===== src/hdl/sstq_pkg.sv =====
// Shared types, sizes and helpers for the sorted sleep timer queue.
// No dependencies; used by sstq_ram users and the top level.
`timescale 1ns / 1ps

package sstq_pkg;

	// Queue sizing
	localparam int QUEUE_DEPTH = 16;
	localparam int ID_BITS     = 8;
	localparam int MAX_RESULTS = 16;
	localparam int TIME_W      = 32;

	localparam int IDX_W  = (QUEUE_DEPTH > 1) ? $clog2(QUEUE_DEPTH) : 1;
	localparam int CNT_W  = $clog2(QUEUE_DEPTH + 1);
	localparam int NRES_W = $clog2(MAX_RESULTS + 1);

	typedef logic [IDX_W-1:0]   idx_t;
	typedef logic [CNT_W-1:0]   cnt_t;
	typedef logic [NRES_W-1:0]  nres_t;
	typedef logic [ID_BITS-1:0] id_t;
	typedef logic [TIME_W-1:0]  time_t;

	// Command codes
	localparam logic CMD_TICK  = 1'b0;
	localparam logic CMD_SLEEP = 1'b1;

	// One queue entry as stored in memory
	typedef struct packed {
		time_t wake;
		id_t   id;
	} entry_t;

	localparam int ENTRY_W = $bits(entry_t);

	// Request and result payloads
	typedef struct packed {
		logic        cmd;
		logic [7:0]  sleeper_id;
		logic [15:0] duration;
	} req_t;

	typedef struct packed {
		logic       woken_valid;
		logic [7:0] woken_id;
		logic       full_res;
		logic       last;
	} res_t;

	typedef enum logic [2:0] {
		ST_IDLE,
		ST_INS_RD,
		ST_INS_CHK,
		ST_POP_RD,
		ST_POP_CHK
	} state_t;

	// Physical slot of a logical queue position in the circular buffer
	function automatic idx_t phys(input idx_t head, input cnt_t ofs);
		logic [CNT_W:0] sum;
		sum = {{(CNT_W + 1 - IDX_W){1'b0}}, head} + {1'b0, ofs};
		if (sum >= (CNT_W + 1)'(QUEUE_DEPTH))
			sum = sum - (CNT_W + 1)'(QUEUE_DEPTH);
		return idx_t'(sum);
	endfunction

endpackage


===== src/hdl/sstq_ram.sv =====
// Simple dual-port synchronous RAM, one write and one registered read port.
// No dependencies.
`timescale 1ns / 1ps

module sstq_ram #(
	parameter int DEPTH = 16,
	parameter int WIDTH = 40
) (
	input  logic                                     clk,
	input  logic                                     we,
	input  logic [((DEPTH > 1) ? $clog2(DEPTH) : 1)-1:0] waddr,
	input  logic [WIDTH-1:0]                         wdata,
	input  logic [((DEPTH > 1) ? $clog2(DEPTH) : 1)-1:0] raddr,
	output logic [WIDTH-1:0]                         rdata
);

	logic [WIDTH-1:0] mem [DEPTH];

	// Write port
	always_ff @(posedge clk) begin
		if (we)
			mem[waddr] <= wdata;
	end

	// Read port, registered
	always_ff @(posedge clk) begin
		rdata <= mem[raddr];
	end

endmodule


===== src/hdl/sorted_sleep_timer_queue.sv =====
// Sorted sleep timer queue: tick counter plus wake-time ordered sleeper list.
// Depends on sstq_pkg and sstq_ram.
`timescale 1ns / 1ps

// Usage:
//  A request is taken when start is high and busy is low. cmd selects a timer
//  tick or a sleep request (sleeper_id, duration). Each result appears on res
//  for one cycle with strobe high; the receiver always takes it. The last
//  result of a request has last set.
//  Sleep: one result, full_res set when the queue held its full depth; then
//  the result follows in the cycle after accept. Otherwise the entry is placed
//  by a backward pass from the tail that moves every entry waking no earlier
//  down one slot: each is read, then written one slot nearer the tail. The
//  pass ends when it reaches the head or a compare finds an earlier wake.
//  Tick: the count advances and the head is checked against it; each woken
//  sleeper is popped and its result held back until the next wake is read,
//  and the tick ends when an entry is left that is not due or the queue runs
//  empty. An empty tick gives one result with only last set. The single read
//  port of the entry memory sets the rate.
//  Entries live in a circular buffer, so a pop only moves the head pointer.
//  Reset clears the tick count, the fill count and the head pointer; the
//  memory is not cleared since only filled slots are ever read.

module sorted_sleep_timer_queue (
	input  logic            clk,
	input  logic            arst_n,
	input  logic            start,
	output logic            busy,
	input  sstq_pkg::req_t  req,
	output logic            strobe,
	output sstq_pkg::res_t  res
);

	sstq_pkg::state_t state_q, state_d;
	sstq_pkg::time_t  time_q, time_d;
	sstq_pkg::idx_t   head_q, head_d;
	sstq_pkg::cnt_t   count_q, count_d;
	sstq_pkg::cnt_t   idx_q, idx_d;
	sstq_pkg::time_t  key_q, key_d;
	sstq_pkg::entry_t new_q, new_d;
	sstq_pkg::id_t    pend_id_q, pend_id_d;
	logic             pend_valid_q, pend_valid_d;
	sstq_pkg::nres_t  nres_q, nres_d;
	sstq_pkg::res_t   res_q, res_d;
	logic             strobe_q, strobe_d;

	logic             we;
	sstq_pkg::idx_t   waddr, raddr;
	sstq_pkg::entry_t wdata, rdata;
	logic [15:0]      dur;

	sstq_ram #(
		.DEPTH (sstq_pkg::QUEUE_DEPTH),
		.WIDTH (sstq_pkg::ENTRY_W)
	) u_ram (
		.clk   (clk),
		.we    (we),
		.waddr (waddr),
		.wdata (wdata),
		.raddr (raddr),
		.rdata (rdata)
	);

	assign busy   = (state_q != sstq_pkg::ST_IDLE);
	assign strobe = strobe_q;
	assign res    = res_q;
	assign dur    = (req.duration == 16'd0) ? 16'd1 : req.duration;

	// Control registers
	always_ff @(posedge clk or negedge arst_n) begin
		if (!arst_n) begin
			state_q      <= sstq_pkg::ST_IDLE;
			time_q       <= '0;
			head_q       <= '0;
			count_q      <= '0;
			pend_valid_q <= 1'b0;
			nres_q       <= '0;
			strobe_q     <= 1'b0;
		end else begin
			state_q      <= state_d;
			time_q       <= time_d;
			head_q       <= head_d;
			count_q      <= count_d;
			pend_valid_q <= pend_valid_d;
			nres_q       <= nres_d;
			strobe_q     <= strobe_d;
		end
	end

	// Payload registers
	always_ff @(posedge clk) begin
		idx_q     <= idx_d;
		key_q     <= key_d;
		new_q     <= new_d;
		pend_id_q <= pend_id_d;
		res_q     <= res_d;
	end

	// Sequencer: next state, memory access and result
	always_comb begin
		state_d      = state_q;
		time_d       = time_q;
		head_d       = head_q;
		count_d      = count_q;
		idx_d        = idx_q;
		key_d        = key_q;
		new_d        = new_q;
		pend_id_d    = pend_id_q;
		pend_valid_d = pend_valid_q;
		nres_d       = nres_q;
		res_d        = res_q;
		strobe_d     = 1'b0;
		we           = 1'b0;
		waddr        = '0;
		wdata        = new_q;
		raddr        = '0;

		case (state_q)
			sstq_pkg::ST_IDLE: begin
				if (start) begin
					if (req.cmd == sstq_pkg::CMD_SLEEP) begin
						if (count_q >= sstq_pkg::CNT_W'(sstq_pkg::QUEUE_DEPTH)) begin
							res_d    = '{woken_valid: 1'b0, woken_id: 8'd0,
							             full_res: 1'b1, last: 1'b1};
							strobe_d = 1'b1;
						end else begin
							key_d    = sstq_pkg::TIME_W'(dur);
							new_d.wake = time_q + sstq_pkg::TIME_W'(dur);
							new_d.id   = sstq_pkg::id_t'(req.sleeper_id);
							idx_d    = count_q;
							state_d  = sstq_pkg::ST_INS_RD;
						end
					end else begin
						time_d       = time_q + 1'b1;
						pend_valid_d = 1'b0;
						nres_d       = '0;
						state_d      = sstq_pkg::ST_POP_RD;
					end
				end
			end

			// Insert: fetch the entry ahead of the hole, or drop in at the head
			sstq_pkg::ST_INS_RD: begin
				if (idx_q == '0) begin
					we       = 1'b1;
					waddr    = sstq_pkg::phys(head_q, '0);
					wdata    = new_q;
					count_d  = count_q + 1'b1;
					res_d    = '{woken_valid: 1'b0, woken_id: 8'd0,
					             full_res: 1'b0, last: 1'b1};
					strobe_d = 1'b1;
					state_d  = sstq_pkg::ST_IDLE;
				end else begin
					raddr   = sstq_pkg::phys(head_q, idx_q - 1'b1);
					state_d = sstq_pkg::ST_INS_CHK;
				end
			end

			// Insert: move the entry down if it wakes no earlier, else place the new one
			sstq_pkg::ST_INS_CHK: begin
				we    = 1'b1;
				waddr = sstq_pkg::phys(head_q, idx_q);
				if ((rdata.wake - time_q) >= key_q) begin
					wdata   = rdata;
					idx_d   = idx_q - 1'b1;
					state_d = sstq_pkg::ST_INS_RD;
				end else begin
					wdata    = new_q;
					count_d  = count_q + 1'b1;
					res_d    = '{woken_valid: 1'b0, woken_id: 8'd0,
					             full_res: 1'b0, last: 1'b1};
					strobe_d = 1'b1;
					state_d  = sstq_pkg::ST_IDLE;
				end
			end

			// Pop: read the head, or close out the tick when empty
			sstq_pkg::ST_POP_RD: begin
				if (count_q == '0) begin
					res_d = '{woken_valid: pend_valid_q,
					          woken_id: pend_valid_q ? 8'(pend_id_q) : 8'd0,
					          full_res: 1'b0, last: 1'b1};
					strobe_d = 1'b1;
					state_d  = sstq_pkg::ST_IDLE;
				end else begin
					raddr   = sstq_pkg::phys(head_q, '0);
					state_d = sstq_pkg::ST_POP_CHK;
				end
			end

			// Pop: one held-back result goes out once the next wake is known
			sstq_pkg::ST_POP_CHK: begin
				if (rdata.wake == time_q) begin
					head_d  = sstq_pkg::phys(head_q, sstq_pkg::CNT_W'(1));
					count_d = count_q - 1'b1;
					if (nres_q < sstq_pkg::NRES_W'(sstq_pkg::MAX_RESULTS)) begin
						if (pend_valid_q) begin
							res_d = '{woken_valid: 1'b1, woken_id: 8'(pend_id_q),
							          full_res: 1'b0, last: 1'b0};
							strobe_d = 1'b1;
						end
						pend_id_d    = rdata.id;
						pend_valid_d = 1'b1;
						nres_d       = nres_q + 1'b1;
					end
					state_d = sstq_pkg::ST_POP_RD;
				end else begin
					res_d = '{woken_valid: pend_valid_q,
					          woken_id: pend_valid_q ? 8'(pend_id_q) : 8'd0,
					          full_res: 1'b0, last: 1'b1};
					strobe_d = 1'b1;
					state_d  = sstq_pkg::ST_IDLE;
				end
			end

			default: begin
				state_d = sstq_pkg::ST_IDLE;
			end
		endcase
	end

endmodule

===== config.mk =====
export PLATFORM = sky130hd
export DESIGN_NAME = sorted_sleep_timer_queue
export DESIGN_NICKNAME = d
export VERILOG_FILES = /design/src/hdl/sstq_pkg.sv /design/src/hdl/sstq_ram.sv /design/src/hdl/sorted_sleep_timer_queue.sv
export SDC_FILE = /design/constraint.sdc
export NUM_CORES = 1
export LEC_CHECK = 0
export CORE_UTILIZATION = 65
export CTS_CLUSTER_DIAMETER = 100
export DETAILED_ROUTE_END_ITERATION = 16
export DONT_BUFFER_PORTS = 1
export PLACE_DENSITY = 0.88
export SYNTH_ARGS = -nofsm -noshare
export SYNTH_HDL_FRONTEND = slang
export SYNTH_HIERARCHICAL = 1
export SYNTH_SLANG_ARGS = --single-unit

===== constraint.sdc =====
create_clock -name clk -period 11.4 [get_ports clk]
set_input_delay 2.28 -clock clk [delete_from_list [all_inputs] [get_ports clk]]
set_output_delay 2.28 -clock clk [all_outputs]
set_load 0.03 [all_outputs]

==> flow_summary_export.csv <==
group,metric,value,unit
timing,fmax,0.165,GHz
cts,cts_setup_buffers,0,
synth,synth_cells,1969,
grt,grt_pass1_vias,19487,
cts,clockBufferDepth,3,
floorplanning,io_pins,41,
worst_setup_path,rr_startpoint,"time_q[0]",
cts,cts_tree,"done",
worst_setup_path,r2r-end,"u_ram/mem[5][37]",
routing,wl_per_cell,31.1,um
cts,clk_pin_slew,60,ps
floorplanning,rows,84,
grt,track_usage,0.322,
cells_and_area,final_cell_mix,"edfxtp_1 (720), nand2_1 (103), mux4_2 (100), a22oi_1 (82), clkbuf_16 (77)",
grt,grt-ovfl-total,0,
worst_setup_path,cp.required,11690,ps
cts,clkLatencyLatePin,660,ps
synth,synth_edf_count,720,
routing,drc,0,
cts,cts-buffers-inserted,77,
placed_design,dp_hpwl,43.7,mm
worst_hold_path,min_path_cells,0,
routing,firstDrtPassIters,6,
worst_hold_path,hold_path_class,"register to register",
synth,ys_types,84,
worst_hold_path,hp-start,"u_ram/rdata[7]",
timing,relSlewSlack,0.197,
routing,viasPerCell,7.08,
timing,setup_tns,0,ps
worst_setup_path,arrival,6370,ps
worst_setup_path,cp_max_fo,42,
synth,synthFlopType,"edfxtp_1",
worst_setup_path,cp-start-kind,"register",
synth,ys_ff_latch,811,
worst_setup_path,reg2regPathDepth,22,
timing,finalCriticalPeriod,6080,ps
synth,synth_nets,2078,
timing,fin_crit_sh,0.533,
cts,cts_max_level,3,
timing,clock_skew,32.9,ps
synth,yosysWarnings,6,
pwr,finalPower,9630,uW
timing,worst_pin_slew,1190,ps
worst_setup_path,worstSetupPathType,"register to register",
grt,grt_max_degree,82,
floorplanning,die_area,54200,um2
synth,netlist_area,34700,um2
grt,antenna_found_initial,1,
timing,slew_violations,0,
synth,synth_async_sr_flop_share,0.0629,
synth,synth_area_per_cell,17.6,um2
routing,drtIter0Drc,2779,
timing,rsz0062_at_grt,"no",
cts,cts.sinks,811,
worst_setup_path,r2r_setup_slack,5320,ps
routing,vias,19359,
cts,cts_root_buf,"clkbuf_16",
timing,hold_viol_final,0,
cells_and_area,drive_gt1_frac,0.160,
cells_and_area,num-nets-final,2093,
cells_and_area,area_growth,9.05,%
timing,setup_viol,0,
routing,antenna_left,0,
cts,cts_resized,0,
grt,grt_pass1_wl,125,mm
cells_and_area,mostFrequentLayoutCell,"edfxtp_1",
cts,hold_buffers,0,
worst_hold_path,holdPathEnd,"pend_id_q[7]",
floorplanning,coreArea,52700,um2
placed_design,portBuffers,0,
routing,wl,84.9,mm
cells_and_area,n_antenna_cell,0,
floorplanning,die_w,233,um
floorplanning,die_h,233,um
flow_run,cap_violations,0,
worst_setup_path,critPathCaptureType,"register",
floorplanning,initial_core_util,0.658,
pwr,p_leak,0.0128,uW
run_status,outcome,"completed",
pwr,worst_ir_drop_vdd,0.000153,V
placed_design,place_congestion,0.949,
synth,seq_area_frac_synth,0.684,
pwr,p_per_area,255,nW/um2
[cell usage after synthesis (all sizes together), types with 44 or more instances]
library cell | instances | area (um2)
ha | 76 | 951
mux4 | 160 | 3830
a21oi | 54 | 297
nor2 | 58 | 220
dfrtp | 51 | 1280
mux2 | 47 | 642
a22oi | 82 | 616
xnor2 | 75 | 657
edfxtp | 720 | 21600
clkbuf | 53 | 199
inv | 73 | 274
o21ai | 44 | 224
nand2 | 104 | 407
[cell families (layout without fill, tap and decap cells)]
family | after synthesis | after routing | share of synthesized area
compound gates | 282 | 282 | 0.0583
xor+xnor | 95 | 95 | 0.0240
fa+ha+maj | 81 | 81 | 0.0303
buf+inv | 166 | 244 | 0.0264
flops | 811 | 811 | 0.684
mux | 211 | 211 | 0.130
simple gates | 323 | 323 | 0.0470
[registers in the layout, summed over array words and instances (netlist names)]
register and flops:
u_ram/rdata 40, idx_q 5, count_q 5, key_q 16, u_ram/mem 640, res 11
new_q 40, pend_valid_q 1, time_q 32, state_q 3, nres_q 5, head_q 4
strobe 1, pend_id_q 8
[per-layer routing]
metal	global-route usage	vias up	part of all wire	wire length, um
li1	-	7873	-	-
met1	0.445	9685	0.37	31100
met2	0.497	1501	0.46	39400
met3	0.0743	298	0.12	10400
met4	0.141	2	0.047	3960
met5	0	-	0.00015	13
[worst max-delay path by stage]
stage	start	end	slack [ps]	cells past startpoint
after floorplan	state_q[2]	u_ram/mem[12][0]	5950	6
after global placement	time_q[0]	u_ram/mem[12][38]	5550	22
after detailed placement	req[13]	new_q[28]	5370	15
after CTS	time_q[0]	u_ram/mem[13][37]	5400	22
after global routing	time_q[0]	u_ram/mem[8][39]	4990	22
final	time_q[0]	u_ram/mem[5][37]	5320	22
[area by class of cell]
cell class | instances | area [um2]
flip-flops and latches | 811 | 23700
fillers | 2903 | 14900
clock buffers | 100 | 2070
clock inverters | 42 | 462
inverters | 73 | 274
well taps | 688 | 861
repair buffers | 29 | 218
multi-input cells | 992 | 10200
[through the flow]
step                      worst slack (ps)  cells  area [um2]  hold slack [ps]  utilization
after floorplan                       5950   1969       34700              401            -
after global placement                5550   2593       35300              420        0.670
after detailed placement              5370   2593       35300              420        0.670
after CTS                             5400   2735       37800              456        0.718
after global routing                  4990   2735       37800              465        0.718
final                                 5320   2735       37800              455        0.718
[worst max-delay path: stages, from the launching register on]
cell,delay [ps]
dfrtp_1,460
ha_1,280
fa_1,400
nand2b_1,180
a21o_1,200
and2_1,160
nor2b_1,110
o21ai_0,80
nand2b_1,120
a21oi_1,80
o21bai_1,160
xnor2_1,130
ha_1,240
and2_0,160
a221o_1,320
a2111o_1,420
nor4_1,190
o221a_2,240
nand4_1,140
a2111oi_4,270
nand4_4,230
nand2_8,540
mux2_1,600
[power by group]
group          switching [uW]  internal [uW]  leakage [uW]
Sequential                200           3780       0.00739
Combinational            1850           1220       0.00416
Clock                    1120           1460       0.00123
Total                    3170           6460        0.0128
No activity file was read; power rests on OpenSTA's default activity.
